`config.mk`:
```
export PLATFORM = sky130hd
export DESIGN_NAME = lpda_cell
export DESIGN_NICKNAME = d
export VERILOG_FILES = /design/src/rtl/assert_macros.svh /design/src/rtl/lpda_pkg.sv /design/src/rtl/lpda_cell.sv
export SDC_FILE = /design/constraint.sdc
export NUM_CORES = 1
export LEC_CHECK = 0
export ABC_AREA = 1
export ABC_CLOCK_PERIOD_IN_PS = 17910
export BUFFER_PORTS_ARGS = -buffer_cell sky130_fd_sc_hd__buf_4
export CORE_MARGIN = 10
export CORE_UTILIZATION = 49
export DETAILED_ROUTE_END_ITERATION = 8
export PLACE_DENSITY = 0.74
export SLEW_MARGIN = 30
export SYNTH_ARGS = -nofsm -noshare
export SYNTH_HDL_FRONTEND = slang
export SYNTH_SLANG_ARGS = --single-unit
```
`constraint.sdc`:
```
create_clock -name i_clk -period 17.91 [get_ports i_clk]
set_input_delay 3.582 -clock i_clk [delete_from_list [all_inputs] [get_ports i_clk]]
set_output_delay 3.582 -clock i_clk [all_outputs]
set_load 0.02 [all_outputs]
```
`src/rtl/assert_macros.svh`:
```
// Assertion macros shared by the landmark pair distance and angle unit.
// Depends on nothing; the SYNTH define removes the checks for synthesis.
`ifndef ASSERT_MACROS_SVH
`define ASSERT_MACROS_SVH

`ifndef SYNTH

`define ASSERT_IMPLY(lbl, clk, rst_n, ante, cons) \
    lbl: assert property (@(posedge clk) disable iff (!(rst_n)) (ante) |-> (cons)) \
        else $error("assertion failed");

`define ASSERT_NEXT(lbl, clk, rst_n, ante, cons) \
    lbl: assert property (@(posedge clk) disable iff (!(rst_n)) (ante) |=> (cons)) \
        else $error("assertion failed");

`else

`define ASSERT_IMPLY(lbl, clk, rst_n, ante, cons)

`define ASSERT_NEXT(lbl, clk, rst_n, ante, cons)

`endif

`endif

```
`src/rtl/lpda_pkg.sv`:
```
// Types and constants of the landmark pair distance and angle unit.
// Used by every module of the unit; depends on nothing.
`timescale 1ns / 1ps

package lpda_pkg;

    localparam int IDX_W      = 7;
    localparam int SLOT_W     = 13;
    localparam int DIST_W     = 18;
    localparam int ANG_W      = 15;
    localparam int ZW         = 33;
    localparam int ITERS      = 28;
    localparam int FRAC_SHIFT = 20;
    localparam int ROUND_SHIFT = 17;

    localparam logic [DIST_W-1:0]       DIST_MAX    = 18'd262143;
    localparam logic signed [ANG_W-1:0] HALF_PI_Q13 = 15'sd12868;
    localparam logic signed [ZW-1:0]    ROUND_BIAS  = 33'sd65536;

    typedef struct packed {
        logic vert;
        logic horiz;
        logic dy_pos;
    } t_flags;

    function automatic logic signed [ZW-1:0] atan_q30(input int i);
        logic signed [ZW-1:0] v;
        unique case (i)
            0:       v = 33'sd843314857;
            1:       v = 33'sd497837829;
            2:       v = 33'sd263043837;
            3:       v = 33'sd133525159;
            4:       v = 33'sd67021687;
            5:       v = 33'sd33543516;
            6:       v = 33'sd16775851;
            7:       v = 33'sd8388437;
            8:       v = 33'sd4194283;
            9:       v = 33'sd2097149;
            10:      v = 33'sd1048576;
            default: v = 33'sd1 <<< (30 - i);
        endcase
        return v;
    endfunction

endpackage

```
`src/rtl/lpda_cell.sv`:
```
// Chain cell: a vectoring CORDIC rotation and, if ITER < RT, a square root digit.
// Depends on lpda_pkg.
`timescale 1ns / 1ps

module lpda_cell #(
    parameter int ITER       = 0,
    parameter int COORD_BITS = 13
) (
    input  logic                              i_clk,
    input  logic                              i_rst_n,
    input  logic                              i_valid,
    output logic                              o_ready,
    input  logic [2*COORD_BITS+9:0]           i_rad,
    input  logic [COORD_BITS+4:0]             i_root,
    input  logic [COORD_BITS+6:0]             i_rem,
    input  logic signed [COORD_BITS+22:0]     i_x,
    input  logic signed [COORD_BITS+22:0]     i_y,
    input  logic signed [lpda_pkg::ZW-1:0]    i_z,
    input  lpda_pkg::t_flags                  i_flags,
    input  logic [lpda_pkg::SLOT_W-1:0]       i_slot,
    output logic                              o_valid,
    input  logic                              i_ready,
    output logic [2*COORD_BITS+9:0]           o_rad,
    output logic [COORD_BITS+4:0]             o_root,
    output logic [COORD_BITS+6:0]             o_rem,
    output logic signed [COORD_BITS+22:0]     o_x,
    output logic signed [COORD_BITS+22:0]     o_y,
    output logic signed [lpda_pkg::ZW-1:0]    o_z,
    output lpda_pkg::t_flags                  o_flags,
    output logic [lpda_pkg::SLOT_W-1:0]       o_slot
);
    import lpda_pkg::*;

    localparam int XW = COORD_BITS + 23;
    localparam int RT = COORD_BITS + 5;
    localparam int RW = 2 * COORD_BITS + 10;
    localparam logic signed [ZW-1:0] ANG = atan_q30(ITER);

    logic                 r_v;
    logic                 w_adv;
    logic [RW-1:0]        r_rad, n_rad;
    logic [RT-1:0]        r_root, n_root;
    logic [RT+1:0]        r_rem, n_rem;
    logic signed [XW-1:0] r_x, r_y, n_x, n_y;
    logic signed [ZW-1:0] r_z, n_z;
    t_flags               r_flags;
    logic [SLOT_W-1:0]    r_slot;

    assign w_adv   = !r_v || i_ready;
    assign o_ready = w_adv;

    always_comb begin
        if (i_y > 0) begin
            n_x = i_x + (i_y >>> ITER);
            n_y = i_y - (i_x >>> ITER);
            n_z = i_z + ANG;
        end else begin
            n_x = i_x - (i_y >>> ITER);
            n_y = i_y + (i_x >>> ITER);
            n_z = i_z - ANG;
        end
    end

    generate
        if (ITER < RT) begin : g_sqrt
            logic [RT+1:0] w_part, w_trial;
            always_comb begin
                w_part  = {i_rem[RT-1:0], i_rad[RW-1 -: 2]};
                w_trial = {i_root, 2'b01};
                n_rad   = {i_rad[RW-3:0], 2'b00};
                if (w_part >= w_trial) begin
                    n_rem  = w_part - w_trial;
                    n_root = {i_root[RT-2:0], 1'b1};
                end else begin
                    n_rem  = w_part;
                    n_root = {i_root[RT-2:0], 1'b0};
                end
            end
        end else begin : g_pass
            assign n_rad  = i_rad;
            assign n_rem  = i_rem;
            assign n_root = i_root;
        end
    endgenerate

    always_ff @(posedge i_clk) begin
        if (!i_rst_n) begin
            r_v <= 1'b0;
        end else if (w_adv) begin
            r_v <= i_valid;
        end
    end

    always_ff @(posedge i_clk) begin
        if (w_adv && i_valid) begin
            r_rad   <= n_rad;
            r_root  <= n_root;
            r_rem   <= n_rem;
            r_x     <= n_x;
            r_y     <= n_y;
            r_z     <= n_z;
            r_flags <= i_flags;
            r_slot  <= i_slot;
        end
    end

    assign o_valid = r_v;
    assign o_rad   = r_rad;
    assign o_root  = r_root;
    assign o_rem   = r_rem;
    assign o_x     = r_x;
    assign o_y     = r_y;
    assign o_z     = r_z;
    assign o_flags = r_flags;
    assign o_slot  = r_slot;

endmodule

```
==> results of run 1 <==
[cell type report]
cell class,count,area (um^2),area share [%]
well taps,455,569,2.71
flip-flops and latches,193,5790,27.6
inverters,372,1400,6.66
multi-input cells,1798,9650,46.0
repair buffers,396,2980,14.2
clock buffers,17,425,2.03
clock inverters,15,173,0.823
[worst max-delay path, delay by kind of cell]
family	cells	cell delay [ns]
buffers and inverters	5	1.13
adders and majority gates	1	0.50
and+or+nand+nor	10	2.59
[cell usage in the layout, fill, tap and decap left out, types with 2 or more instances in the layout]
cell type	count
a21boi_0	2
a21o_1	8
a21oi_1	194
a31oi_1	2
and2_1	6
buf_4	395
clkbuf_16	17
clkinv_8	2
clkinvlp_4	2
conb_1	2
edfxtp_1	192
fa_1	4
ha_1	156
inv_1	369
inv_2	3
inv_6	3
inv_8	5
nand2_1	690
nand2_2	6
nand3_1	211
nand3b_1	3
nand4_1	25
nor2_1	210
nor2_2	7
nor3_1	21
nor3_2	2
nor4_1	3
o21a_1	6
o21ai_0	112
o21ai_1	10
o21ai_2	2
o21bai_1	25
or2_2	4
xnor2_1	14
xor2_1	63
[final timing paths]
check / to / slack, ns / cells past startpoint
setup / recovery: o_z[31] / 10.20 / 16
hold / removal: o_valid / 0.58 / 2
setup reg to reg: o_root[2] / 15.81 / 3
hold reg to reg: o_valid / 0.58 / 2
[flip-flops by register name (all words and copies together) (netlist names)]
| signal | cells |
|---|---|
| o_z | 33 |
| o_rem | 20 |
| o_root | 18 |
| o_x | 36 |
| o_slot | 13 |
| o_valid | 1 |
| o_y | 35 |
| o_rad | 34 |
| o_flags | 3 |
[kinds of logic (layout without fill, tap and decap cells)]
logic type	after synthesis	after routing	synth area share, %
flops	193	193	33.7
xor+xnor	77	77	3.93
compound gates	364	364	11.3
buf+inv	424	800	10.2
simple gates	1195	1195	29.0
fa+ha+maj	160	160	11.8
other cells	1	2	0.0219
[power breakdown]
part / total [mW] / internal (mW) / switching (mW)
Clock: 0.387 / 0.200 / 0.187
Sequential: 0.571 / 0.558 / 0.0125
Combinational: 0.605 / 0.206 / 0.400
[through the flow]
stage	total power, mW	utilization, %	cells
global placement	1.17	59.0	3214
detailed placement	1.18	59.0	3214
floorplan	0.953	-	2415
CTS	1.56	60.7	3246
finish	1.56	60.7	3246
global route	1.65	60.7	3246
[per-layer routing]
| metal | GRT usage [%] | share of wire (%) | wire length (um) |
|---|---|---|---|
| met3 | 5.35 | 7.7 | 4960 |
| met1 | 37.3 | 43 | 27700 |
| met5 | 0 | 0.020 | 13 |
| met2 | 47.1 | 46 | 29600 |
| met4 | 11.5 | 3.6 | 2350 |
==> impl_metrics.tcl, run 1 <==
set metrics [dict create \
    postCtsSetupBuffers 0 \
    r2r-start "o_valid" \
    setup_slack_ns 10.20 \
    cts_tree "done" \
    ys_warn_count 0 \
    portBuffers 391 \
    worstPathArrival_ns 7.90 \
    cts.path.max_buffers 2 \
    ys.flop_type "edfxtp_1" \
    overflow 0 \
    grt_max_degree 75 \
    dieHeight_um 207 \
    dp_hpwl_um 54800 \
    maxCapViolCount 0 \
    relSlewSlack_pct 38.9 \
    setup_viol_count_final 0 \
    firstDrtPassIters 5 \
    async_reset_ff_share_pct 0 \
    crit_fanout 67 \
    setup_tns_ns 0 \
    holdCritPathClass "flip-flop to flip-flop" \
    holdWs_ns 0.578 \
    routed_wirelength_um 64600 \
    skew_ns 0.0104 \
    core_area_um2 34500 \
    postCtsHoldBufs 0 \
    fin_area_um2 21000 \
    syn_avg_cell_area_um2 7.11 \
    viasPerCell 5.39 \
    final_max_slew_viol_count 0 \
    grt_first_pass_wirelength_um 98000 \
    p_per_area_nw_per_um2 74.5 \
    rsz0062_at_grt "no" \
    cp_common_cell "nand2_1" \
    synth_top_area_share_pct 33.6 \
    rows 68 \
    worst_slew_pin_slew_ns 0.913 \
    n_antenna_cell 0 \
    die_area_um2 42900 \
    die_x_um 207 \
    startpoint "i_y[3]" \
    synth_edf_count 192 \
    cp.required_ns 18.10 \
    areaGrowthSynthToFinish_pct 22.3 \
    post-place-ws_ns 9.74 \
    vias 17500 \
    cp_slowest_cell "nand2_2" \
    synthTopCellsByCount "nand2_1 (691), inv_1 (369), nand3_1 (211)" \
    worst_path_largest_cell_delay_ns 0.78 \
    path_class "input pin to flip-flop" \
    track_usage_pct 28.9 \
    drtAntennaViolNets 0 \
    clock-root-buffer "clkbuf_16" \
    synth_area_leader_cell "edfxtp_1" \
    drt-wirelength-per-cell_um 19.9 \
    path_cells "buf_4 > inv_1 > nand3_1 > nor3_1 > nand4_1 > nand2_2 > inv_2 > buf_4 > ha_1 > inv_1 > nor3_1 > nand2_1 > nor4_1 > nand2_1 > nand3_1 > nand2_1" \
    ctsResizeCount 0 \
    synth.distinct_cells 42 \
    clock-sinks 193 \
    drc 0 \
    clk_latency_ns 0.45 \
    synth_area_leaders "edfxtp_1 (34%), nand2_1 (15%), ha_1 (11%)" \
    post-synth-top-count-cell "nand2_1" \
    num-fill-cells 3228 \
    min_period_ns 7.71 \
    numCtsBuffers 17 \
    p_leak_nw 10.6 \
    final_nets 3137 \
    htree_levels 4 \
    status "finished clean" \
    synth-seq-cells 193 \
    clk_pin_slew_ns 0.07 \
    grt_pass1_vias 16800 \
    syn_inst 2414 \
    ir_drop_v 0.0000686 \
    initial_utilization_pct 49.7 \
    ios 396 \
    drtIter0Drc 1655 \
    antenna_found_initial 1 \
    fmax_ghz 0.130 \
    finalCritPeriodShare_pct 43.0 \
    startpoint_type "input pin" \
    ys_seq_area_share_pct 33.7 \
    endpoint_kind "flip-flop" \
    hp-start "o_valid" \
    gp_congestion 1.04 \
    hold_violations 0 \
    drive_gt1_share_pct 16.4 \
    syn_area_um2 17200 \
    placed_cell_area_um2 20400 \
]
(Power assumes the default switching activity.)
==> run 2: changes to the inputs <==
--- a/config.mk
+++ b/config.mk
@@ -6,7 +6,7 @@
 export NUM_CORES = 1
 export LEC_CHECK = 0
 export ABC_AREA = 1
-export ABC_CLOCK_PERIOD_IN_PS = 17910
+export ABC_CLOCK_PERIOD_IN_PS = 7380
 export BUFFER_PORTS_ARGS = -buffer_cell sky130_fd_sc_hd__buf_4
 export CORE_MARGIN = 10
 export CORE_UTILIZATION = 49
==> constraint.sdc (replaced) <==
create_clock -name i_clk -period 7.38 [get_ports i_clk]
set_input_delay 1.476 -clock i_clk [delete_from_list [all_inputs] [get_ports i_clk]]
set_output_delay 1.476 -clock i_clk [all_outputs]
set_load 0.02 [all_outputs]
==> run 2 against run 1 <==
Final area hardly changed. Die area stayed put. Sequential cell count stayed put. Core utilization hardly changed. Sequential power is 140% higher. Clock power is 150% higher. Global-route usage is 0.24 points higher. First-iteration DRC count is 3.6% lower. Via count is 0.70% higher. Sequential share of layout area hardly changed. Clock skew hardly changed. Power is 140% higher. Critical path type unchanged. Critical endpoint is now o_z[29].
==> impl_metrics.tcl, run 2 (synthesis results as in run 1) <==
set metrics [dict create \
    status "finished clean" \
    postCtsSetupBuffers 0 \
    worst_slew_pin_slew_ns 0.912 \
    startpoint_type "input pin" \
    core_area_um2 34500 \
    drtAntennaViolNets 0 \
    viasPerCell 5.43 \
    skew_ns 0.0106 \
    gp_congestion 1.01 \
    initial_utilization_pct 49.7 \
    endpoint_kind "flip-flop" \
    ctsResizeCount 0 \
    clock-sinks 193 \
    grt_first_pass_wirelength_um 98800 \
    fmax_ghz 0.207 \
    rows 68 \
    postCtsHoldBufs 0 \
    layout_common_cells "nand2_1 (690), buf_4 (394), inv_1 (369), nand3_1 (211), nor2_1 (210)" \
    path_class "input pin to flip-flop" \
    mostFrequentLayoutCell "nand2_1" \
    min_period_ns 4.84 \
    relSlewSlack_pct 39.2 \
    regArea_um2 5790 \
    setup_viol_count_final 0 \
    clk_latency_ns 0.43 \
    p_leak_nw 10.6 \
    clk_pin_slew_ns 0.07 \
    die_x_um 207 \
    num-fill-cells 3255 \
    dieHeight_um 207 \
    fin_area_um2 21000 \
    drive_gt1_share_pct 16.3 \
    grt_pass1_vias 17100 \
    drc 0 \
    power_mw 3.81 \
    finalCritPeriodShare_pct 65.6 \
    htree_levels 4 \
    cp.required_ns 7.57 \
    rsz0062_at_grt "no" \
    multi_input_area_um2 9650 \
    ios 396 \
    final_nets 3136 \
    holdWs_ns 0.587 \
    holdCritPathClass "flip-flop to flip-flop" \
    firstDrtPassIters 5 \
    crit_fanout 20 \
    dp_cells 3213 \
    drtIter0Drc 1595 \
    drt-wirelength-per-cell_um 20.1 \
    worstPathArrival_ns 5.04 \
    cts_tree "done" \
    final_util_pct 60.7 \
    setup_tns_ns 0 \
    cts.path.max_buffers 2 \
    dp_hpwl_um 55400 \
    instances_no_fill 3245 \
    n_antenna_cell 0 \
    routed_wirelength_um 65400 \
    grt_max_degree 172 \
    numCtsBuffers 17 \
    post-place-ws_ns 2.16 \
    ir_drop_v 0.000161 \
    areaGrowthSynthToFinish_pct 22.3 \
    reg2reg_slack_ns 5.18 \
    vias 17600 \
    setup_slack_ns 2.54 \
    p_per_area_nw_per_um2 182 \
    placed_cell_area_um2 20400 \
    antenna_found_initial 2 \
    clock-root-buffer "clkbuf_16" \
    portBuffers 391 \
    hold_violations 0 \
    overflow 0 \
    track_usage_pct 29.2 \
    maxCapViolCount 0 \
    die_area_um2 42900 \
    final_max_slew_viol_count 0 \
    largest_register_ffs 36 \
]
-- run 2: path summary, 6_finish.rpt --
check / endpoint / startpoint / cells after the start
worst max-delay path: o_z[29] / i_y[1] / 17
worst max register to register: o_y[21] / o_valid / 2
worst min-delay path: o_valid / o_valid / 2
worst min register to register: o_valid / o_valid / 2
-- run 2: layer usage --
metal  global-route usage (%)  part of all wire [%]  vias to the layer above
met3                     5.57                   8.0                       93
met4                     10.9                   3.6                        4
li1                         -                     -                     8573
met1                     36.8                    42                     8156
met5                        0                 0.037                        -
met2                     48.5                    47                      790
-- run 2: power by group --
part	internal [mW]	total [mW]	switching, mW
sequential	1.35	1.39	0.0313
combinational	0.500	1.47	0.973
clock	0.512	0.953	0.441
-- run 2: layout make-up --
cell class / instances / share of cell area, %
tap: 455 / 2.71
inverter: 372 / 6.66
multi-input combinational: 1798 / 46.0
timing repair buffer: 395 / 14.2
sequential: 193 / 27.6
clock buffer: 17 / 2.03
clock inverter: 15 / 0.841
-- run 2: worst max-delay path, stage by stage --
cell	delay, ns
buf_4	0.14
inv_1	0.13
nand4_1	0.19
nor2_1	0.19
nand4_1	0.31
nand2_2	0.51
inv_2	0.31
ha_1	0.45
nand2_1	0.10
inv_1	0.06
nand2_1	0.05
nand2_1	0.09
a21oi_1	0.14
o21ai_0	0.54
nand2_1	0.16
nand3_1	0.11
nand2_1	0.06
