==> config.mk <==
export PLATFORM = sky130hd
export DESIGN_NAME = lpda_front
export DESIGN_NICKNAME = d
export VERILOG_FILES = /design/src/rtl/assert_macros.svh /design/src/rtl/lpda_pkg.sv /design/src/rtl/lpda_front.sv
export SDC_FILE = /design/constraint.sdc
export NUM_CORES = 1
export LEC_CHECK = 0
export BUFFER_PORTS_ARGS = -buffer_cell sky130_fd_sc_hd__buf_2
export CAP_MARGIN = 40
export CORE_MARGIN = 2
export CORE_UTILIZATION = 41
export CTS_CLUSTER_DIAMETER = 40
export DETAILED_ROUTE_END_ITERATION = 12
export GPL_TIMING_DRIVEN = 0
export SYNTH_ARGS = -nofsm -noshare
export SYNTH_HDL_FRONTEND = slang
export SYNTH_SLANG_ARGS = --single-unit
==> constraint.sdc <==
create_clock -name i_clk -period 26 [get_ports i_clk]
set_input_delay 3.9 -clock i_clk [delete_from_list [all_inputs] [get_ports i_clk]]
set_output_delay 3.9 -clock i_clk [all_outputs]
set_load 0.05 [all_outputs]
==> src/rtl/assert_macros.svh <==
// Assertion macros shared by the landmark pair distance and angle unit.
// Depends on nothing; the SYNTH define removes the checks for synthesis.
`ifndef ASSERT_MACROS_SVH
`define ASSERT_MACROS_SVH

`ifndef SYNTH

`define ASSERT_IMPLY(lbl, clk, rst_n, ante, cons) \
    lbl: assert property (@(posedge clk) disable iff (!(rst_n)) (ante) |-> (cons)) \
        else $error("assertion failed");

`define ASSERT_NEXT(lbl, clk, rst_n, ante, cons) \
    lbl: assert property (@(posedge clk) disable iff (!(rst_n)) (ante) |=> (cons)) \
        else $error("assertion failed");

`else

`define ASSERT_IMPLY(lbl, clk, rst_n, ante, cons)

`define ASSERT_NEXT(lbl, clk, rst_n, ante, cons)

`endif

`endif

==> src/rtl/lpda_pkg.sv <==
// Types and constants of the landmark pair distance and angle unit.
// Used by every module of the unit; depends on nothing.
`timescale 1ns / 1ps

package lpda_pkg;

    localparam int IDX_W      = 7;
    localparam int SLOT_W     = 13;
    localparam int DIST_W     = 18;
    localparam int ANG_W      = 15;
    localparam int ZW         = 33;
    localparam int ITERS      = 28;
    localparam int FRAC_SHIFT = 20;
    localparam int ROUND_SHIFT = 17;

    localparam logic [DIST_W-1:0]       DIST_MAX    = 18'd262143;
    localparam logic signed [ANG_W-1:0] HALF_PI_Q13 = 15'sd12868;
    localparam logic signed [ZW-1:0]    ROUND_BIAS  = 33'sd65536;

    typedef struct packed {
        logic vert;
        logic horiz;
        logic dy_pos;
    } t_flags;

    function automatic logic signed [ZW-1:0] atan_q30(input int i);
        logic signed [ZW-1:0] v;
        unique case (i)
            0:       v = 33'sd843314857;
            1:       v = 33'sd497837829;
            2:       v = 33'sd263043837;
            3:       v = 33'sd133525159;
            4:       v = 33'sd67021687;
            5:       v = 33'sd33543516;
            6:       v = 33'sd16775851;
            7:       v = 33'sd8388437;
            8:       v = 33'sd4194283;
            9:       v = 33'sd2097149;
            10:      v = 33'sd1048576;
            default: v = 33'sd1 <<< (30 - i);
        endcase
        return v;
    endfunction

endpackage

==> src/rtl/lpda_front.sv <==
// Front stages: coordinate differences, squares, slot number and CORDIC start vector.
// Depends on lpda_pkg.
`timescale 1ns / 1ps

module lpda_front #(
    parameter int COORD_BITS = 13
) (
    input  logic                              i_clk,
    input  logic                              i_rst_n,
    input  logic                              i_valid,
    output logic                              o_ready,
    input  logic signed [COORD_BITS-1:0]      i_point_a_x,
    input  logic signed [COORD_BITS-1:0]      i_point_a_y,
    input  logic signed [COORD_BITS-1:0]      i_point_b_x,
    input  logic signed [COORD_BITS-1:0]      i_point_b_y,
    input  logic [lpda_pkg::IDX_W-1:0]        i_index_a,
    input  logic [lpda_pkg::IDX_W-1:0]        i_index_b,
    output logic                              o_valid,
    input  logic                              i_ready,
    output logic [2*COORD_BITS+9:0]           o_rad,
    output logic signed [COORD_BITS+22:0]     o_x,
    output logic signed [COORD_BITS+22:0]     o_y,
    output lpda_pkg::t_flags                  o_flags,
    output logic [lpda_pkg::SLOT_W-1:0]       o_slot
);
    import lpda_pkg::*;

    localparam int CB = COORD_BITS;
    localparam int XW = COORD_BITS + 23;
    localparam int RW = 2 * COORD_BITS + 10;

    logic                r_v0, r_v1, r_v2;
    logic                w_rdy0, w_rdy1, w_rdy2;

    logic signed [CB:0]  r_dx, r_dy;
    logic [IDX_W-1:0]    r_a0, r_b0, r_b1;

    logic [2*CB-1:0]     r_sqx, r_sqy;
    logic signed [CB:0]  r_cx, r_cy;
    t_flags              r_flags1;
    logic [SLOT_W-1:0]   r_prod;

    logic [RW-1:0]       r_rad;
    logic signed [XW-1:0] r_x, r_y;
    t_flags              r_flags2;
    logic [SLOT_W-1:0]   r_slot;

    logic signed [CB:0]  w_dx, w_dy, w_cx, w_cy;
    logic [CB-1:0]       w_ux, w_uy;
    logic [2*IDX_W-1:0]  w_prod;
    t_flags              w_flags;

    assign w_rdy2  = !r_v2 || i_ready;
    assign w_rdy1  = !r_v1 || w_rdy2;
    assign w_rdy0  = !r_v0 || w_rdy1;
    assign o_ready = w_rdy0;

    assign w_dx = $signed({i_point_a_x[CB-1], i_point_a_x})
                - $signed({i_point_b_x[CB-1], i_point_b_x});
    assign w_dy = $signed({i_point_a_y[CB-1], i_point_a_y})
                - $signed({i_point_b_y[CB-1], i_point_b_y});

    always_comb begin
        w_flags.vert   = (r_dx == '0);
        w_flags.horiz  = (r_dy == '0);
        w_flags.dy_pos = (r_dy > 0);
        w_cx   = r_dx[CB] ? -r_dx : r_dx;
        w_cy   = r_dx[CB] ? -r_dy : r_dy;
        w_ux   = w_cx[CB-1:0];
        w_uy   = r_dy[CB] ? CB'(-r_dy) : r_dy[CB-1:0];
        w_prod = {{IDX_W{1'b0}}, r_a0} * {{IDX_W{1'b0}}, r_a0 - IDX_W'(1)};
    end

    always_ff @(posedge i_clk) begin
        if (!i_rst_n) begin
            r_v0 <= 1'b0;
            r_v1 <= 1'b0;
            r_v2 <= 1'b0;
        end else begin
            if (w_rdy0) begin
                r_v0 <= i_valid;
            end
            if (w_rdy1) begin
                r_v1 <= r_v0;
            end
            if (w_rdy2) begin
                r_v2 <= r_v1;
            end
        end
    end

    always_ff @(posedge i_clk) begin
        if (w_rdy0 && i_valid) begin
            r_dx <= w_dx;
            r_dy <= w_dy;
            r_a0 <= i_index_a;
            r_b0 <= i_index_b;
        end
        if (w_rdy1 && r_v0) begin
            r_sqx    <= {{CB{1'b0}}, w_ux} * {{CB{1'b0}}, w_ux};
            r_sqy    <= {{CB{1'b0}}, w_uy} * {{CB{1'b0}}, w_uy};
            r_cx     <= w_cx;
            r_cy     <= w_cy;
            r_flags1 <= w_flags;
            r_prod   <= w_prod[SLOT_W-1:0];
            r_b1     <= r_b0;
        end
        if (w_rdy2 && r_v1) begin
            r_rad    <= {1'b0, {1'b0, r_sqx} + {1'b0, r_sqy}, 8'b0};
            r_x      <= XW'(r_cx) <<< FRAC_SHIFT;
            r_y      <= XW'(r_cy) <<< FRAC_SHIFT;
            r_flags2 <= r_flags1;
            r_slot   <= r_prod + {{(SLOT_W-IDX_W-1){1'b0}}, r_b1, 1'b0};
        end
    end

    assign o_valid = r_v2;
    assign o_rad   = r_rad;
    assign o_x     = r_x;
    assign o_y     = r_y;
    assign o_flags = r_flags2;
    assign o_slot  = r_slot;

endmodule

==> flow_summary.json, run 1 <==
{
  "fmax_mhz": 110.7,
  "syn_area_sq_um": 21100,
  "cp_data_arrival_time_ns": 9.32,
  "slew_headroom": 0.3529,
  "areaGrowthSynthToFinish_pct": 16.20,
  "placeableCoreArea_sq_um": 51090,
  "rsz0062_at_grt": "no",
  "insertion_delay_ns": 0.55,
  "fin_cells": 3024,
  "ios": 196,
  "yosysWarnings": 0,
  "gp_congestion": 0.8705,
  "placedCellCount": 2952,
  "firstDrtPassIters": 5,
  "finalHoldViolations": 0,
  "finalNetCount": 2837,
  "seq_area_frac_synth": 0.3017,
  "dieArea_sq_um": 53300,
  "syn_area_per_cell_sq_um": 10.24,
  "fin_tns_setup_ns": 0,
  "wl_mm": 44.29,
  "postCtsSetupBuffers": 0,
  "via_per_inst": 4.878,
  "post-route-util": 0.4799,
  "worstPathRequired_ns": 26.29,
  "gr-total-overflow": 0,
  "cts_buffers": 39,
  "finalCriticalPeriod_ns": 9.033,
  "hold_path.class": "reg2reg",
  "synthDistinctLibCells": 74,
  "setup_viol": 0,
  "drive_gt1_frac": 0.1365,
  "async_flop_share": 0,
  "vias": 14750,
  "grt_max_degree": 31,
  "clkTransAtPathRegs_ns": 0.05,
  "start_kind": "flip-flop",
  "grt_pass1_wl_mm": 73.41,
  "cts.htree.levels": 2,
  "outcome": "complete, no violations",
  "hpwl_mm": 36.42,
  "routedWlPerCell_microns": 14.64,
  "cts.sinks": 213,
  "cts_buffer_depth": 3,
  "maxCapViolations": 0,
  "placed_area_sq_um": 23160,
  "cts_root_buf": "clkbuf_16",
  "cts_hold_buffers": 0,
  "yosys_most_used_dff": "edfxtp_1",
  "nFillCells": 4761,
  "ys_ff_latch": 213,
  "antennaDiodeCount": 0,
  "cp_max_fo": 10,
  "endpoint_kind": "flip-flop",
  "drt_iter0_markers": 689,
  "worst_pin_slew_ns": 0.9637,
  "row_count": 83,
  "first_global_vias": 15170,
  "synth_edf_count": 210,
  "cts_tree": "done",
  "slew_violations": 0,
  "grt_usage": 0.1710,
  "design_area_sq_um": 24520,
  "die_height_microns": 230.9,
  "postRouteAntennaNets": 0,
  "netlist_instances": 2061,
  "crit_type": "reg2reg",
  "io_buffers": 145,
  "antenna_found_initial": 0,
  "cts_resized": 0,
  "fin_crit_sh": 0.3474,
  "route.detailed.drc": 0,
  "floorplan.initialDensity": 0.4130,
  "finClkSkew_ns": 0.01768,
  "die_w_microns": 230.9
}
logic make-up (layout without fill, tap and decap cells):
kind of cell               Yosys count  in the layout  synth area share
and+or+nand+nor                    453            453           0.09889
adders and majority gates          453            453            0.3468
xor gates and xnor gates           143            143           0.06148
muxes                                3              3          0.001541
other                                1             50         0.0001777
AOI/OAI and AO/OA                  275            275           0.08650
buffers and inverters              520            754            0.1029
DFF                                213            213            0.3017
final timing paths:
path	startpoint	endpoint	slack, ns	cells after the start
max reg2reg	r_dy[0]$_DFFE_PP_	r_sqy[24]$_DFFE_PP_	16.97	25
min reg2reg	r_cx[10]$_DFFE_PP_	o_x[30]$_DFFE_PP_	0.42	0
max	r_dy[0]$_DFFE_PP_	r_sqy[24]$_DFFE_PP_	16.97	25
min	r_cx[10]$_DFFE_PP_	o_x[30]$_DFFE_PP_	0.42	0
layout by cell type (no fill, tap or decap), types with 36 or more instances in the layout:
cell type	n
a21oi_1	72
buf_2	146
buf_4	63
clkbuf_16	39
conb_1	50
edfxtp_1	210
fa_1	220
ha_1	233
inv_1	432
nand2_1	143
nand2b_1	38
nor2_1	163
o21ai_0	50
xnor2_1	101
xor2_1	36
stage by stage:
stage	worst slack (ns)	hold WS (ns)
after global routing	16.45	0.4210
after floorplan	14.20	0.4003
after detailed placement	17.09	0.4045
after global placement	10.25	0.4031
after CTS	17.06	0.4168
final	16.97	0.4157
layout make-up:
| class | instances | area (sq um) | share of cell area |
|---|---|---|---|
| multi-input combinational | 1377 | 12780 | 0.5213 |
| sequential | 213 | 6366 | 0.2596 |
| inverter | 444 | 1667 | 0.06796 |
| timing repair buffer | 163 | 991.0 | 0.04041 |
| clock buffer | 40 | 979.7 | 0.03995 |
| tap | 680 | 850.8 | 0.03470 |
| buffer | 76 | 505.5 | 0.02061 |
| clock inverter | 31 | 379.1 | 0.01546 |
flip-flops by register name, summed over array words and instances, names as in the netlist:
signal and flops:
r_v1 1, r_b1 7, r_sqy 25, r_flags1 3, o_flags 3, o_valid 1, o_x 14, o_rad 27
r_sqx 25, r_cx 13, o_y 14, r_prod 12, r_b0 7, r_dx 14, r_a0 7, r_v0 1
r_cy 13, r_dy 14, o_slot 12
per-layer routing:
metal	global-route usage	vias up	wire length, microns
li1	-	7147	-
met1	0.2248	7206	19730
met2	0.2883	340	21050
met3	0.03508	58	2610
met4	0.04274	0	890
met5	0	-	0
cells in the mapped netlist (all sizes together) (4+ instances only):
| library cell | instances | area, sq um |
|---|---|---|
| inv | 435 | 1633 |
| ha | 233 | 2915 |
| fa | 220 | 4404 |
| edfxtp | 210 | 6306 |
| nor2 | 165 | 629.4 |
| nand2 | 144 | 543.0 |
| xnor2 | 104 | 933.4 |
| a21oi | 72 | 360.4 |
| buf | 58 | 436.7 |
| o21ai | 53 | 272.8 |
| xor2 | 39 | 364.1 |
| nand2b | 38 | 237.7 |
| a21o | 27 | 202.7 |
| nor2b | 20 | 125.1 |
| o21a | 20 | 150.1 |
| clkbuf | 18 | 68.81 |
| nor3 | 17 | 85.08 |
| nand4 | 15 | 93.84 |
| a211oi | 14 | 105.1 |
| nand3 | 11 | 55.05 |
| o21bai | 10 | 75.07 |
| a21boi | 9 | 67.56 |
| clkinv | 9 | 33.78 |
| nor4 | 9 | 56.30 |
| o31ai | 9 | 81.33 |
| a31oi | 8 | 50.05 |
| a41oi | 7 | 61.31 |
| and2 | 7 | 43.79 |
| o41ai | 7 | 61.31 |
| o211ai | 6 | 45.04 |
| or3 | 6 | 37.54 |
| o31a | 5 | 43.79 |
| a2111oi | 4 | 35.03 |
| and3 | 4 | 25.02 |
critical path, stage by stage, from the launching register on:
cell	delay (ns)
edfxtp_1	0.41
clkbuf_1	0.50
clkinv_1	0.52
ha_1	0.40
nor3b_2	0.20
a31oi_1	0.17
xor2_1	0.65
inv_1	0.37
nor2_1	0.27
inv_1	0.08
fa_1	0.46
fa_1	0.53
inv_1	0.06
fa_1	0.47
fa_1	0.49
inv_1	0.06
fa_1	0.52
inv_1	0.04
ha_1	0.34
a2111oi_0	0.44
o21ai_0	0.25
a311oi_1	0.77
nand2b_1	0.19
o211ai_1	0.13
o41ai_1	0.33
xnor2_1	0.11
Power of run 1 is not shown: default switching activity piles up to over one toggle a cycle in this logic, so the estimate is an artifact.
==> run 2, diff against run 1 <==
- ABC_AREA: default -> 1
- clock period: 26 -> 8.95 ns (I/O delays scaled with it)
==> flow_summary.json, run 2 <==
{
  "outcome": "complete, no violations",
  "vias": 16350,
  "routedWlPerCell_microns": 14.56,
  "gr-total-overflow": 0,
  "clkTransAtPathRegs_ns": 0.05,
  "placeableCoreArea_sq_um": 53810,
  "synth_top_cell_area_share": 0.2821,
  "fin_tns_setup_ns": 0,
  "die_w_microns": 237.5,
  "hold_path.class": "reg2reg",
  "antennaDiodeCount": 0,
  "die_height_microns": 237.5,
  "cts.htree.levels": 2,
  "async_flop_share": 0,
  "endpoint_kind": "flip-flop",
  "slew_headroom": 0.5235,
  "fin_crit_sh": 0.7871,
  "grt.met3_usage": 0.03008,
  "setup_viol": 0,
  "floorplan.initialDensity": 0.4154,
  "largest_reg_flops": 27,
  "grt_usage": 0.1860,
  "hpwl_mm": 42.22,
  "yosysTopAreaCell": "edfxtp_1",
  "maxCapViolations": 0,
  "gp_congestion": 0.8912,
  "route.detailed.drc": 0,
  "nFillCells": 5143,
  "insertion_delay_ns": 0.54,
  "syn_area_sq_um": 22360,
  "crit_type": "reg2reg",
  "cp_max_fo": 11,
  "areaGrowthSynthToFinish_pct": 14.29,
  "worst_pin_slew_ns": 0.7147,
  "ys_ff_latch": 213,
  "netlist_instances": 2502,
  "slew_violations": 0,
  "cts_buffers": 37,
  "row_count": 85,
  "ios": 196,
  "grt_use_met2": 0.3142,
  "cts_hold_buffers": 0,
  "multi_input_area_sq_um": 13430,
  "start_kind": "flip-flop",
  "postCtsSetupBuffers": 0,
  "cp_data_arrival_time_ns": 7.38,
  "fmax_mhz": 142.0,
  "seq_area_frac_synth": 0.2848,
  "grt_pass1_wl_mm": 84.77,
  "cts_tree": "done",
  "r2r_slack_ns": 1.91,
  "yosysMostFrequentCell": "inv_1",
  "finClkSkew_ns": 0.01106,
  "drt_iter0_markers": 796,
  "first_global_vias": 17330,
  "rsz0062_at_grt": "no",
  "via_per_inst": 4.721,
  "drive_gt1_frac": 0.1311,
  "syn_area_per_cell_sq_um": 8.935,
  "layout_common_cells": "inv_1 (565), nand2_1 (458), ha_1 (233)",
  "antenna_found_initial": 0,
  "synth_edf_count": 210,
  "cts_resized": 0,
  "yosys-top-cells-count": "inv_1 (567), nand2_1 (458), ha_1 (233)",
  "yosys_most_used_dff": "edfxtp_1",
  "grtUsageMet1": 0.2459,
  "seq_area_sq_um": 6366,
  "grt_max_degree": 71,
  "yosysWarnings": 0,
  "wl_mm": 50.44,
  "yosys-top-cells-area": "edfxtp_1 (28%), fa_1 (20%), ha_1 (13%)",
  "cts_root_buf": "clkbuf_16",
  "cts_buffer_depth": 3,
  "final_common_cell": "inv_1",
  "finalHoldViolations": 0,
  "dieArea_sq_um": 56410,
  "worstPathRequired_ns": 9.28,
  "synthDistinctLibCells": 54,
  "cts.sinks": 213,
  "io_buffers": 145,
  "finalCriticalPeriod_ns": 7.045,
  "finalNetCount": 3263,
  "busiest_layer": "met2",
  "firstDrtPassIters": 5,
  "postRouteAntennaNets": 0
}
run 2: cells by family (layout without fill, tap and decap cells):
group / count (synthesis) / count (layout) / share of synthesized area
AO/OA/AOI/OAI: 225 / 225 / 0.06011
XOR/XNOR: 105 / 105 / 0.04231
adder cells (fa/ha/maj): 453 / 453 / 0.3274
buffers and inverters: 663 / 880 / 0.1232
flip-flops: 213 / 213 / 0.2848
other: 1 / 50 / 0.0001677
AND/OR/NAND/NOR: 842 / 842 / 0.1620
run 2: stage by stage:
step,utilization,worst slack (ns),instances,hold slack (ns),cell area (sq um)
2_1_floorplan,-,3.082,2551,0.4003,22540
3_3_place_gp,0.4485,1.338,3392,0.4068,24140
3_5_place_dp,0.4509,1.847,3397,0.4055,24260
4_1_cts,0.4748,1.839,3464,0.4139,25550
5_1_grt,0.4748,1.404,3464,0.4179,25550
6_report,0.4748,1.905,3464,0.4102,25550
run 2: critical path: stages (launching register included):
cell      delay [ns]
edfxtp_1        0.62
inv_1           0.15
clkbuf_1        0.51
ha_1            0.32
o21ai_0         0.13
nand2_1         0.30
clkinv_1        0.44
nor2_1          0.27
inv_1           0.08
fa_1            0.48
inv_1           0.05
fa_1            0.47
inv_1           0.05
fa_1            0.47
inv_1           0.05
fa_1            0.47
inv_1           0.05
fa_1            0.48
inv_1           0.04
ha_1            0.40
nand2_1         0.13
nor2_1          0.28
nand2_1         0.09
nand2_1         0.09
nand2_1         0.05
nand3_1         0.09
xor2_1          0.26
run 2: area by class of cell:
class,instances,area share
Sequential cell,213,0.2492
Clock inverter,24,0.01151
Timing Repair Buffer,150,0.03291
Multi-Input combinational cell,1675,0.5256
Tap cell,696,0.03408
Clock buffer,43,0.03879
Buffer,72,0.02032
Inverter,591,0.08761
run 2: metal layers:
metal  vias up  wire [microns]
met5         -               0
met1      7723           23370
met2       323           23470
met3        70            2311
met4         0            1292
li1       8236               -
run 2: worst paths after layout:
check	end	from	cells after the start
setup / recovery	r_sqx[23]$_DFFE_PP_	r_dx[0]$_DFFE_PP_	26
hold / removal	o_x[21]$_DFFE_PP_	r_cx[1]$_DFFE_PP_	0
setup reg to reg	r_sqx[23]$_DFFE_PP_	r_dx[0]$_DFFE_PP_	26
hold reg to reg	o_x[21]$_DFFE_PP_	r_cx[1]$_DFFE_PP_	0
Power of run 2 is left out for the same reason.
