## src/rtl/assert_macros.svh

```systemverilog
// Assertion macros shared by the landmark pair distance and angle unit.
// Depends on nothing; the SYNTH define removes the checks for synthesis.
`ifndef ASSERT_MACROS_SVH
`define ASSERT_MACROS_SVH

`ifndef SYNTH

`define ASSERT_IMPLY(lbl, clk, rst_n, ante, cons) \
    lbl: assert property (@(posedge clk) disable iff (!(rst_n)) (ante) |-> (cons)) \
        else $error("assertion failed");

`define ASSERT_NEXT(lbl, clk, rst_n, ante, cons) \
    lbl: assert property (@(posedge clk) disable iff (!(rst_n)) (ante) |=> (cons)) \
        else $error("assertion failed");

`else

`define ASSERT_IMPLY(lbl, clk, rst_n, ante, cons)

`define ASSERT_NEXT(lbl, clk, rst_n, ante, cons)

`endif

`endif

```

## src/rtl/lpda_pkg.sv

```systemverilog
// Types and constants of the landmark pair distance and angle unit.
// Used by every module of the unit; depends on nothing.
`timescale 1ns / 1ps

package lpda_pkg;

    localparam int IDX_W      = 7;
    localparam int SLOT_W     = 13;
    localparam int DIST_W     = 18;
    localparam int ANG_W      = 15;
    localparam int ZW         = 33;
    localparam int ITERS      = 28;
    localparam int FRAC_SHIFT = 20;
    localparam int ROUND_SHIFT = 17;

    localparam logic [DIST_W-1:0]       DIST_MAX    = 18'd262143;
    localparam logic signed [ANG_W-1:0] HALF_PI_Q13 = 15'sd12868;
    localparam logic signed [ZW-1:0]    ROUND_BIAS  = 33'sd65536;

    typedef struct packed {
        logic vert;
        logic horiz;
        logic dy_pos;
    } t_flags;

    function automatic logic signed [ZW-1:0] atan_q30(input int i);
        logic signed [ZW-1:0] v;
        unique case (i)
            0:       v = 33'sd843314857;
            1:       v = 33'sd497837829;
            2:       v = 33'sd263043837;
            3:       v = 33'sd133525159;
            4:       v = 33'sd67021687;
            5:       v = 33'sd33543516;
            6:       v = 33'sd16775851;
            7:       v = 33'sd8388437;
            8:       v = 33'sd4194283;
            9:       v = 33'sd2097149;
            10:      v = 33'sd1048576;
            default: v = 33'sd1 <<< (30 - i);
        endcase
        return v;
    endfunction

endpackage

```

## src/rtl/lpda_back.sv

```systemverilog
// Output stage: rounds and saturates distance and angle and holds the result.
// Depends on lpda_pkg.
`timescale 1ns / 1ps

module lpda_back #(
    parameter int COORD_BITS = 13
) (
    input  logic                              i_clk,
    input  logic                              i_rst_n,
    input  logic                              i_valid,
    output logic                              o_ready,
    input  logic [COORD_BITS+4:0]             i_root,
    input  logic [COORD_BITS+6:0]             i_rem,
    input  logic signed [lpda_pkg::ZW-1:0]    i_z,
    input  lpda_pkg::t_flags                  i_flags,
    input  logic [lpda_pkg::SLOT_W-1:0]       i_slot,
    output logic                              o_valid,
    input  logic                              i_ready,
    output logic [lpda_pkg::SLOT_W-1:0]       o_feature_index,
    output logic [lpda_pkg::DIST_W-1:0]       o_distance,
    output logic signed [lpda_pkg::ANG_W-1:0] o_angle
);
    import lpda_pkg::*;

    localparam int RT = COORD_BITS + 5;
    localparam int DW = (RT + 1 > DIST_W) ? RT + 1 : DIST_W;
    localparam int QW = ZW - ROUND_SHIFT;
    localparam logic signed [QW-1:0] Q_MAX = QW'(16383);
    localparam logic signed [QW-1:0] Q_MIN = -QW'(16384);

    logic                       r_v;
    logic                       w_adv;
    logic [SLOT_W-1:0]          r_slot;
    logic [DIST_W-1:0]          r_dist, n_dist;
    logic signed [ANG_W-1:0]    r_ang, n_ang;
    logic [DW-1:0]              w_round;
    logic signed [ZW-1:0]       w_zr;
    logic signed [QW-1:0]       w_q;

    assign w_adv   = !r_v || i_ready;
    assign o_ready = w_adv;

    always_comb begin
        w_round = DW'(i_root) + DW'(i_rem > {2'b00, i_root});
        n_dist  = (w_round > DW'(DIST_MAX)) ? DIST_MAX : w_round[DIST_W-1:0];
        w_zr    = i_z + ROUND_BIAS;
        w_q     = w_zr[ZW-1:ROUND_SHIFT];
        if (i_flags.vert) begin
            n_ang = i_flags.dy_pos ? HALF_PI_Q13 : -HALF_PI_Q13;
        end else if (i_flags.horiz) begin
            n_ang = '0;
        end else if (w_q > Q_MAX) begin
            n_ang = ANG_W'(Q_MAX);
        end else if (w_q < Q_MIN) begin
            n_ang = ANG_W'(Q_MIN);
        end else begin
            n_ang = w_q[ANG_W-1:0];
        end
    end

    always_ff @(posedge i_clk) begin
        if (!i_rst_n) begin
            r_v <= 1'b0;
        end else if (w_adv) begin
            r_v <= i_valid;
        end
    end

    always_ff @(posedge i_clk) begin
        if (w_adv && i_valid) begin
            r_slot <= i_slot;
            r_dist <= n_dist;
            r_ang  <= n_ang;
        end
    end

    assign o_valid         = r_v;
    assign o_feature_index = r_slot;
    assign o_distance      = r_dist;
    assign o_angle         = r_ang;

endmodule

```

## config.mk

```make
export PLATFORM = sky130hd
export DESIGN_NAME = lpda_back
export DESIGN_NICKNAME = d
export VERILOG_FILES = /design/src/rtl/assert_macros.svh /design/src/rtl/lpda_pkg.sv /design/src/rtl/lpda_back.sv
export SDC_FILE = /design/constraint.sdc
export NUM_CORES = 1
export LEC_CHECK = 0
export BUFFER_PORTS_ARGS = -buffer_cell sky130_fd_sc_hd__clkbuf_2
export CORE_ASPECT_RATIO = 0.9
export CORE_UTILIZATION = 47
export DETAILED_ROUTE_END_ITERATION = 8
export GPL_TIMING_DRIVEN = 1
export HOLD_SLACK_MARGIN = 0.06
export PLACE_DENSITY = 0.77
export SETUP_SLACK_MARGIN = 0.05
export SLEW_MARGIN = 30
export SYNTH_ARGS = -nofsm -noshare
export SYNTH_HDL_FRONTEND = slang
export SYNTH_SLANG_ARGS = --single-unit
```

## constraint.sdc

```tcl
create_clock -name i_clk -period 3.2 [get_ports i_clk]
set_input_delay 0.32 -clock i_clk [delete_from_list [all_inputs] [get_ports i_clk]]
set_output_delay 0.32 -clock i_clk [all_outputs]
set_load 0.02 [all_outputs]
```

==> flow_summary.ini, run 1 <==
[power_and_ir_drop]
powerDensity_mw_per_mm2 = 413
p_leak_nw = 1.69
vdd_drop_max_mv = 0.159

[global_routing]
grt_usage_pct = 19.7
grt.overflow.total = 0
grt_pass1_vias = 2354
grt_pass1_wl_um = 10200
grt_antenna_before_repair = 0
grt_max_degree = 47

[clock_tree]
clk_path_buf_depth = 2
post_cts_buffers = 0
clock_sinks = 47
cts_resized = 0
clk_pin_slew_worst_paths_ns = 0.08
cts-htree-levels = 2
root_buffer = clkbuf_8
insertion_delay_ns = 0.29
cts_buffers = 5
ctsHoldBuffers = 0
tritoncts = done

[finish]
layout.nets = 504
fin_cells = 463
area_growth_pct = 29.7
antennaDiodeCount = 0
drive_above_1_share_pct = 38.2
fillCellCount = 501

[drt]
first_iter_violations = 102
first_pass_iters = 8
vias_per_cell = 5.29
final_antenna_net_count = 0
vias = 2451
drcViolationCount = 7
wl_um = 5960
wl_per_cell_um = 12.9

[synthesis]
ys_seq_area_share_pct = 48.9
ys.flop_type = edfxtp_1
syn_inst = 261
synth.avg_cell_area_um2 = 11.0
synthDistinctLibCells = 46
async_reset_ff_share_pct = 0
yosys.area.top_type_share_pct = 48.2
ys_ff_latch = 47
synth_top_cells_by_area = edfxtp_1, ha_1, xnor2_1, nand2_1, inv_1
synth-edff-count = 46
yosysWarnings = 0
syn_area_mm2 = 0.00287
yosysTopAreaCell = edfxtp_1
synthesis.nets = 373

[floorplanning]
io_pins = 139
num_rows = 26
design.die.area_mm2 = 0.00642
die_h_um = 76.1
die_x_um = 84.3
start_util_pct = 49.5
coreArea_mm2 = 0.00579

[place]
hpwl_um = 4860
dp_cells = 455
place_congestion = 0.856
post-place-ws_ns = 0.0863
portBuffers = 122

[setup_path]
r2r_cells = 2
r2r_slack_ns = 1.87
cp-end-kind = register
critPathKind = in -> reg
r2r_start = o_valid$_SDFFE_PN0N_
cp.arrival_ns = 2.95
required_ns = 3.36
r2r-end = o_distance[4]$_SDFFCE_PN1P_
start_kind = input pin
crit_path_start = i_root[13]
cp_max_fo = 7

[sta]
setup_tns_ns = 0
tightest_slew_ns = 0.569
period_minus_slack_ns = 2.79
maxSlewViolCount = 0
clock.fmax_mhz = 359
fin_skew_ns = 0.00470
worst_slack_ns = 0.414
slew_headroom_pct = 62.1
rsz0062_at_grt = false
finalSetupViolations = 0
finalCritPeriodShare_pct = 87.1
finalHoldViolations = 0

[status]
status = complete, but fails checks
violations = DRC

[flow_run]
cap_violations = 0

[worst_hold_path]
worstHoldEndpoint = o_feature_index[8]$_DFFE_PP_
min_path_type = in -> reg
hold_path.startpoint = i_slot[8]
min_delay_path_depth = 1
## power breakdown
part | leakage (nW) | internal [mW] | total, mW | switching [mW]
Combinational | 1.17 | 0.121 | 0.301 | 0.180
Clock | 0.0654 | 0.312 | 0.499 | 0.187
Sequential | 0.456 | 0.726 | 0.735 | 0.00960
Total | 1.69 | 1.16 | 1.54 | 0.377
## state kept, by name, summed over array words and instances, names as in the netlist
signal	cells
o_angle	15
o_distance	18
o_feature_index	13
o_valid	1
## kinds of logic (layout without fill, tap and decap cells)
| group | after synthesis | after routing | share of synthesized area (%) |
|---|---|---|---|
| AND/OR/NAND/NOR | 90 | 90 | 17.3 |
| flip-flops | 47 | 47 | 48.9 |
| AO/OA/AOI/OAI | 43 | 43 | 10.8 |
| buffers and inverters | 30 | 162 | 4.62 |
| XOR/XNOR | 28 | 28 | 8.55 |
| adder cells (fa/ha/maj) | 22 | 22 | 9.51 |
| multiplexers | 1 | 1 | 0.349 |
## worst max path at each step
stage | cells past startpoint | endpoint | slack [ns]
6_report | 14 | o_distance[0]$_SDFFCE_PN1P_ | 0.41
3_5_place_dp | 14 | o_distance[0]$_SDFFCE_PN1P_ | 0.09
3_3_place_gp | 14 | o_distance[0]$_SDFFCE_PN1P_ | 0.12
4_1_cts | 14 | o_distance[0]$_SDFFCE_PN1P_ | 0.40
5_1_grt | 14 | o_distance[9]$_SDFFCE_PN1P_ | 0.22
2_1_floorplan | 14 | o_distance[13]$_SDFFCE_PN1P_ | 0.35
## metal layers
metal,vias to the layer above,global-route usage [%],share of wire [%]
met5,-,0,0
met2,88,38.0,53
met3,7,4.33,6.4
met4,0,5.76,1.5
li1,1233,-,-
met1,1123,21.4,39
## area by class of cell
cell class                      count  area (µm²)  area share (%)
Sequential cell                    47        1400            37.7
Multi-Input combinational cell    184        1340            35.9
Timing Repair Buffer              130         671            18.0
Inverter                           24        90.1            2.42
Tap cell                           70        87.6            2.36
Clock buffer                        6        72.6            1.95
Clock inverter                      2        60.1            1.62
## stage by stage
step | util, % | power [mW] | area [µm²] | hold slack (ns)
2_1_floorplan | - | 0.927 | 2870 | 0.419
3_3_place_gp | 61.9 | 1.04 | 3580 | 0.498
3_5_place_dp | 61.9 | 1.05 | 3580 | 0.499
4_1_cts | 64.2 | 1.55 | 3720 | 0.186
5_1_grt | 64.2 | 1.60 | 3720 | 0.177
6_report | 64.2 | 1.54 | 3720 | 0.195
## worst max-delay path: stages
cell and delay [ns]:
clkbuf_2 0.12, inv_2 0.07, ha_1 0.30, nand4_1 0.12
nor4_1 0.25, nand3_1 0.15, o21bai_1 0.18, o21ai_0 0.16
ha_1 0.19, ha_1 0.17, nand2_1 0.10, or4_1 0.58
buf_4 0.19, nand2b_1 0.07
## synthesized netlist by cell type, types with 4 or more instances
master and count:
a31oi_1 4, nand2b_1 5, xor2_1 5, edfxtp_1 46, nor4_1 4, nand2_1 24
nor3_1 8, o311ai_1 7, nand4_1 4, ha_1 21, o21ai_0 6, nand3_1 15
a21oi_1 8, xnor2_1 23, nor2_1 13, inv_1 23
## layout by cell type (no fill, tap or decap), drive strengths merged, types with 2 or more instances in the layout
cell type / Yosys / layout
clkbuf: 2 / 128
edfxtp: 46 / 46
nand2: 24 / 24
inv: 24 / 24
xnor2: 23 / 23
ha: 21 / 21
nand3: 17 / 17
nor2: 13 / 13
o311ai: 11 / 11
a21oi: 8 / 8
nor3: 8 / 8
buf: 4 / 8
o21ai: 6 / 6
nor4: 6 / 6
xor2: 5 / 5
nand2b: 5 / 5
nand4: 5 / 5
a31oi: 4 / 4
and3: 4 / 4
o21a: 3 / 3
nor2b: 2 / 2
o21bai: 2 / 2
a21o: 2 / 2
or2: 2 / 2
a21boi: 2 / 2
bufinv: 0 / 2
Power figures use the tool's default switching activity.
==> run 2, diff against run 1 <==
--- a/config.mk
+++ b/config.mk
@@ -6,12 +6,13 @@
 export NUM_CORES = 1
 export LEC_CHECK = 0
 export BUFFER_PORTS_ARGS = -buffer_cell sky130_fd_sc_hd__clkbuf_2
+export CAP_MARGIN = 20
 export CORE_ASPECT_RATIO = 0.9
-export CORE_UTILIZATION = 47
+export CORE_UTILIZATION = 50
 export DETAILED_ROUTE_END_ITERATION = 8
 export GPL_TIMING_DRIVEN = 1
 export HOLD_SLACK_MARGIN = 0.06
-export PLACE_DENSITY = 0.77
+export PLACE_DENSITY = 0.82
 export SETUP_SLACK_MARGIN = 0.05
 export SLEW_MARGIN = 30
 export SYNTH_ARGS = -nofsm -noshare
==> constraint.sdc (replaced) <==
create_clock -name i_clk -period 3.3 [get_ports i_clk]
set_input_delay 0.33 -clock i_clk [delete_from_list [all_inputs] [get_ports i_clk]]
set_output_delay 0.33 -clock i_clk [all_outputs]
set_load 0.02 [all_outputs]
==> flow_summary.ini, run 2 (synthesis results as in run 1) <==
[sta]
tightest_slew_ns = 0.598
rsz0062_at_grt = false
finalHoldViolations = 0
finalCritPeriodShare_pct = 85.8
clock.fmax_mhz = 353
setup_tns_ns = 0
finalSetupViolations = 0
slew_headroom_pct = 60.1
fin_skew_ns = 0.00581
period_minus_slack_ns = 2.83
maxSlewViolCount = 0

[setup_path]
cp_max_fo = 8
cp_common_cell = ha_1
crit_path_max_incr_delay_ns = 0.56
cp.arrival_ns = 2.98
cp-end-kind = register
crit_slowest_cell = or4_1
required_ns = 3.45
start_kind = input pin
critPathKind = in -> reg
crit_chain = clkbuf_2 -> inv_1 -> ha_1 -> nand4_1 -> nor4_1 -> nand3_1 -> o21bai_1 -> o21ai_0 -> ha_1 -> ha_1 -> nand2_1 -> or4_1 -> buf_4 -> o21ai_0

[global_routing]
grt_antenna_before_repair = 0
grt_max_degree = 47
grt_usage_pct = 20.3
grt_pass1_vias = 2180
grt.overflow.total = 0
grt_pass1_wl_um = 9290

[finish]
layout.nets = 502
layout_commonest_cell = clkbuf_2
fin_area_mm2 = 0.00367
mostFrequentLayoutCells = clkbuf_2, edfxtp_1, nand2_1
antennaDiodeCount = 0
largest_register_ffs = 18
area_growth_pct = 27.8
drive_above_1_share_pct = 38.1

[floorplanning]
coreArea_mm2 = 0.00538
num_rows = 25
design.die.area_mm2 = 0.00604
die_x_um = 81.8
start_util_pct = 53.3
die_h_um = 73.8
io_pins = 139

[worst_hold_path]
min_path_type = in -> reg

[drt]
vias_per_cell = 5.36
vias = 2457
wl_um = 5990
drcViolationCount = 0
final_antenna_net_count = 0
first_pass_iters = 4
wl_per_cell_um = 13.1
first_iter_violations = 80

[clock_tree]
ctsHoldBuffers = 0
insertion_delay_ns = 0.30
cts_resized = 0
cts-htree-levels = 2
clk_path_buf_depth = 2
clock_sinks = 47
root_buffer = clkbuf_8
post_cts_buffers = 0
cts_buffers = 5
tritoncts = done
clk_pin_slew_worst_paths_ns = 0.09

[flow_run]
cap_violations = 0

[place]
hpwl_um = 4900
dpl_cell_area_mm2 = 0.00357
portBuffers = 122
place_congestion = 0.881

[power_and_ir_drop]
powerDensity_mw_per_mm2 = 373
vdd_drop_max_mv = 0.226
p_leak_nw = 1.67

[status]
status = finished, final reports clean
==> run 2: cell types whose count changed in the layout (fill, tap and decap cells not counted), sizes merged <==
cell,previous run,this run
clkinv,0,1
buf,8,6
clkinvlp,0,1
bufinv,2,0
==> run 2: stage by stage <==
| step | hold slack [ns] | worst slack [ns] | total power, mW | utilization, % | std cells |
|---|---|---|---|---|---|
| 2_1_floorplan | 0.429 | 0.437 | 0.899 | - | 261 |
| 6_report | 0.202 | 0.469 | 1.37 | 68.1 | 458 |
| 4_1_cts | 0.190 | 0.449 | 1.38 | 68.1 | 458 |
| 5_1_grt | 0.182 | 0.165 | 1.43 | 68.1 | 458 |
| 3_3_place_gp | 0.507 | 0.194 | 1.01 | 66.3 | 450 |
| 3_5_place_dp | 0.509 | 0.125 | 1.02 | 66.3 | 450 |
==> run 2: layout make-up <==
| cell class | instances | area (µm²) |
|---|---|---|
| Clock buffer | 6 | 82.6 |
| Sequential cell | 47 | 1400 |
| Timing Repair Buffer | 128 | 656 |
| Clock inverter | 2 | 16.3 |
| Tap cell | 67 | 83.8 |
| Fill cell | 436 | 1710 |
| Inverter | 24 | 90.1 |
| Multi-Input combinational cell | 184 | 1340 |
==> run 2: path summary, 6_finish.rpt <==
check / from / endpoint / slack (ns) / cells after the start
worst max-delay path: i_root[14] / o_distance[7]$_SDFFCE_PN1P_ / 0.47 / 14
worst min-delay path: i_slot[9] / o_feature_index[9]$_DFFE_PP_ / 0.20 / 1
worst max register to register: o_valid$_SDFFE_PN0N_ / o_angle[14]$_DFFE_PP_ / 1.94 / 2
worst min register to register: o_valid$_SDFFE_PN0N_ / o_valid$_SDFFE_PN0N_ / 0.57 / 2
==> run 2: where the power goes <==
part | switching [mW] | internal, mW | leakage (nW)
logic | 0.175 | 0.116 | 1.16
registers | 0.00960 | 0.704 | 0.456
clock network | 0.191 | 0.171 | 0.0474
total | 0.376 | 0.991 | 1.67
==> run 2: per-layer routing <==
| layer | up-vias | part of all wire, % | GRT usage, % | wire (µm) |
|---|---|---|---|---|
| met2 | 99 | 53 | 37.6 | 3150 |
| met3 | 4 | 6.4 | 4.22 | 386 |
| li1 | 1219 | - | - | - |
| met1 | 1135 | 40 | 23.1 | 2380 |
| met5 | - | 0 | 0 | 0 |
| met4 | 0 | 1.1 | 6.43 | 64 |
==> run 2: worst max-delay path, delay by kind of cell <==
kind	cells	cell delay, ns
fa+ha+maj	3	0.67
buf+inv	3	0.39
simple gates	5	1.19
compound gates	3	0.40
==> run 3, diff against run 2 <==
--- a/config.mk
+++ b/config.mk
@@ -7,7 +7,6 @@
 export LEC_CHECK = 0
 export BUFFER_PORTS_ARGS = -buffer_cell sky130_fd_sc_hd__clkbuf_2
 export CAP_MARGIN = 20
-export CORE_ASPECT_RATIO = 0.9
 export CORE_UTILIZATION = 50
 export DETAILED_ROUTE_END_ITERATION = 8
 export GPL_TIMING_DRIVEN = 1
==> flow_summary.ini, run 3 (synthesis results as in run 1) <==
[worst_hold_path]
min_delay_path_depth = 1
min_path_type = in -> reg

[power_and_ir_drop]
p_leak_nw = 1.66
vdd_drop_max_mv = 0.182
powerDensity_mw_per_mm2 = 384

[finish]
area_growth_pct = 28.0
fin_area_mm2 = 0.00367
largest_register_ffs = 18
mostFrequentLayoutCells = clkbuf_2, edfxtp_1, nand2_1
drive_above_1_share_pct = 37.9
layout_commonest_cell = clkbuf_2
antennaDiodeCount = 0
layout.nets = 499

[clock_tree]
cts_buffers = 5
clk_path_buf_depth = 2
clock_sinks = 47
cts-htree-levels = 2
post_cts_buffers = 0
root_buffer = clkbuf_8
ctsHoldBuffers = 0
insertion_delay_ns = 0.29
cts_resized = 0
tritoncts = done
clk_pin_slew_worst_paths_ns = 0.09

[drt]
drcViolationCount = 0
first_pass_iters = 4
vias_per_cell = 5.11
final_antenna_net_count = 0
vias = 2352
wl_um = 5740
wl_per_cell_um = 12.5
first_iter_violations = 57

[setup_path]
critPathKind = in -> reg
crit_path_start = i_root[14]
start_kind = input pin
r2r_slack_ns = 1.98
cp_max_fo = 15
required_ns = 3.45
r2r_start = o_valid$_SDFFE_PN0N_
cp.arrival_ns = 3.00
r2r-end = o_angle[1]$_SDFFCE_PP0P_
cp-end-kind = register
crit_path_end = o_distance[7]$_SDFFCE_PN1P_
r2r_cells = 2

[floorplanning]
design.die.area_mm2 = 0.00604
coreArea_mm2 = 0.00551
io_pins = 139
die_h_um = 77.7
num_rows = 27
start_util_pct = 52.1
die_x_um = 77.7

[sta]
slew_headroom_pct = 62.4
finalCritPeriodShare_pct = 86.5
finalHoldViolations = 0
fin_skew_ns = 0.00847
clock.fmax_mhz = 351
whs_ns = 0.205
rsz0062_at_grt = false
finalSetupViolations = 0
maxSlewViolCount = 0
tightest_slew_ns = 0.565
period_minus_slack_ns = 2.85

[place]
place_congestion = 0.825
dpl_cell_area_mm2 = 0.00355
portBuffers = 122
hpwl_um = 4830

[global_routing]
grt-busiest-layer = met2
grt.overflow.total = 0
use_met3_pct = 3.41
grt_max_degree = 47
grt_pass1_vias = 2176
grt_pass1_wl_um = 9230
grt_antenna_before_repair = 0
use_met1_pct = 21.9
grt_usage_pct = 19.4
grt_use_met2_pct = 35.6

[status]
status = finished, final reports clean

[flow_run]
cap_violations = 0
==> run 3: cell types whose count changed in the layout (fill, tap and decap cells not counted), sizes merged <==
cell	change
buf	-3
bufinv	+1
clkinv	-1
==> run 3: power by group <==
group	internal (mW)	switching [mW]
logic	0.116	0.173
registers	0.704	0.00918
clock network	0.226	0.180
==> run 3: worst min path at each step <==
stage | startpoint | endpoint | slack, ns
finish | i_slot[8] | o_feature_index[8]$_DFFE_PP_ | 0.21
global route | i_slot[9] | o_feature_index[9]$_DFFE_PP_ | 0.19
CTS | i_slot[9] | o_feature_index[9]$_DFFE_PP_ | 0.19
detailed placement | i_slot[9] | o_feature_index[9]$_DFFE_PP_ | 0.51
global placement | i_slot[10] | o_feature_index[10]$_DFFE_PP_ | 0.51
floorplan | i_slot[0] | o_feature_index[0]$_DFFE_PP_ | 0.43
==> run 3: cell type report <==
cell class | count | area, µm²
flip-flops and latches | 47 | 1400
fillers | 458 | 1840
clock buffers | 6 | 72.6
clock inverters | 2 | 37.5
well taps | 72 | 90.1
inverters | 24 | 90.1
multi-input cells | 184 | 1350
repair buffers | 125 | 633
==> run 3: worst max-delay path, stage by stage <==
cell and delay (ns):
clkbuf_2 0.09, inv_1 0.11, ha_1 0.32, nand4_1 0.12, nor4_1 0.25, nand3_1 0.16, o21bai_1 0.18, o21ai_0 0.19
ha_1 0.20, ha_1 0.16, nand2_1 0.12, or4_4 0.66, o21ai_0 0.11
==> run 3: metal layers <==
layer  share of wire, %  vias up
met5                  0        -
met4                2.1        0
met3                5.7       10
met2                 52       96
met1                 40     1029
li1                   -     1217
==> run 3: stage by stage <==
stage	setup TNS (ns)	power [mW]	cells	setup slack, ns	utilization [%]
finish	0	1.41	460	0.447	66.6
CTS	0	1.42	460	0.278	66.5
floorplan	0	0.899	261	0.437	-
global route	0	1.47	460	0.138	66.6
global placement	0	1.01	452	0.0850	64.5
detailed placement	-0.121	1.02	452	-0.0384	64.5
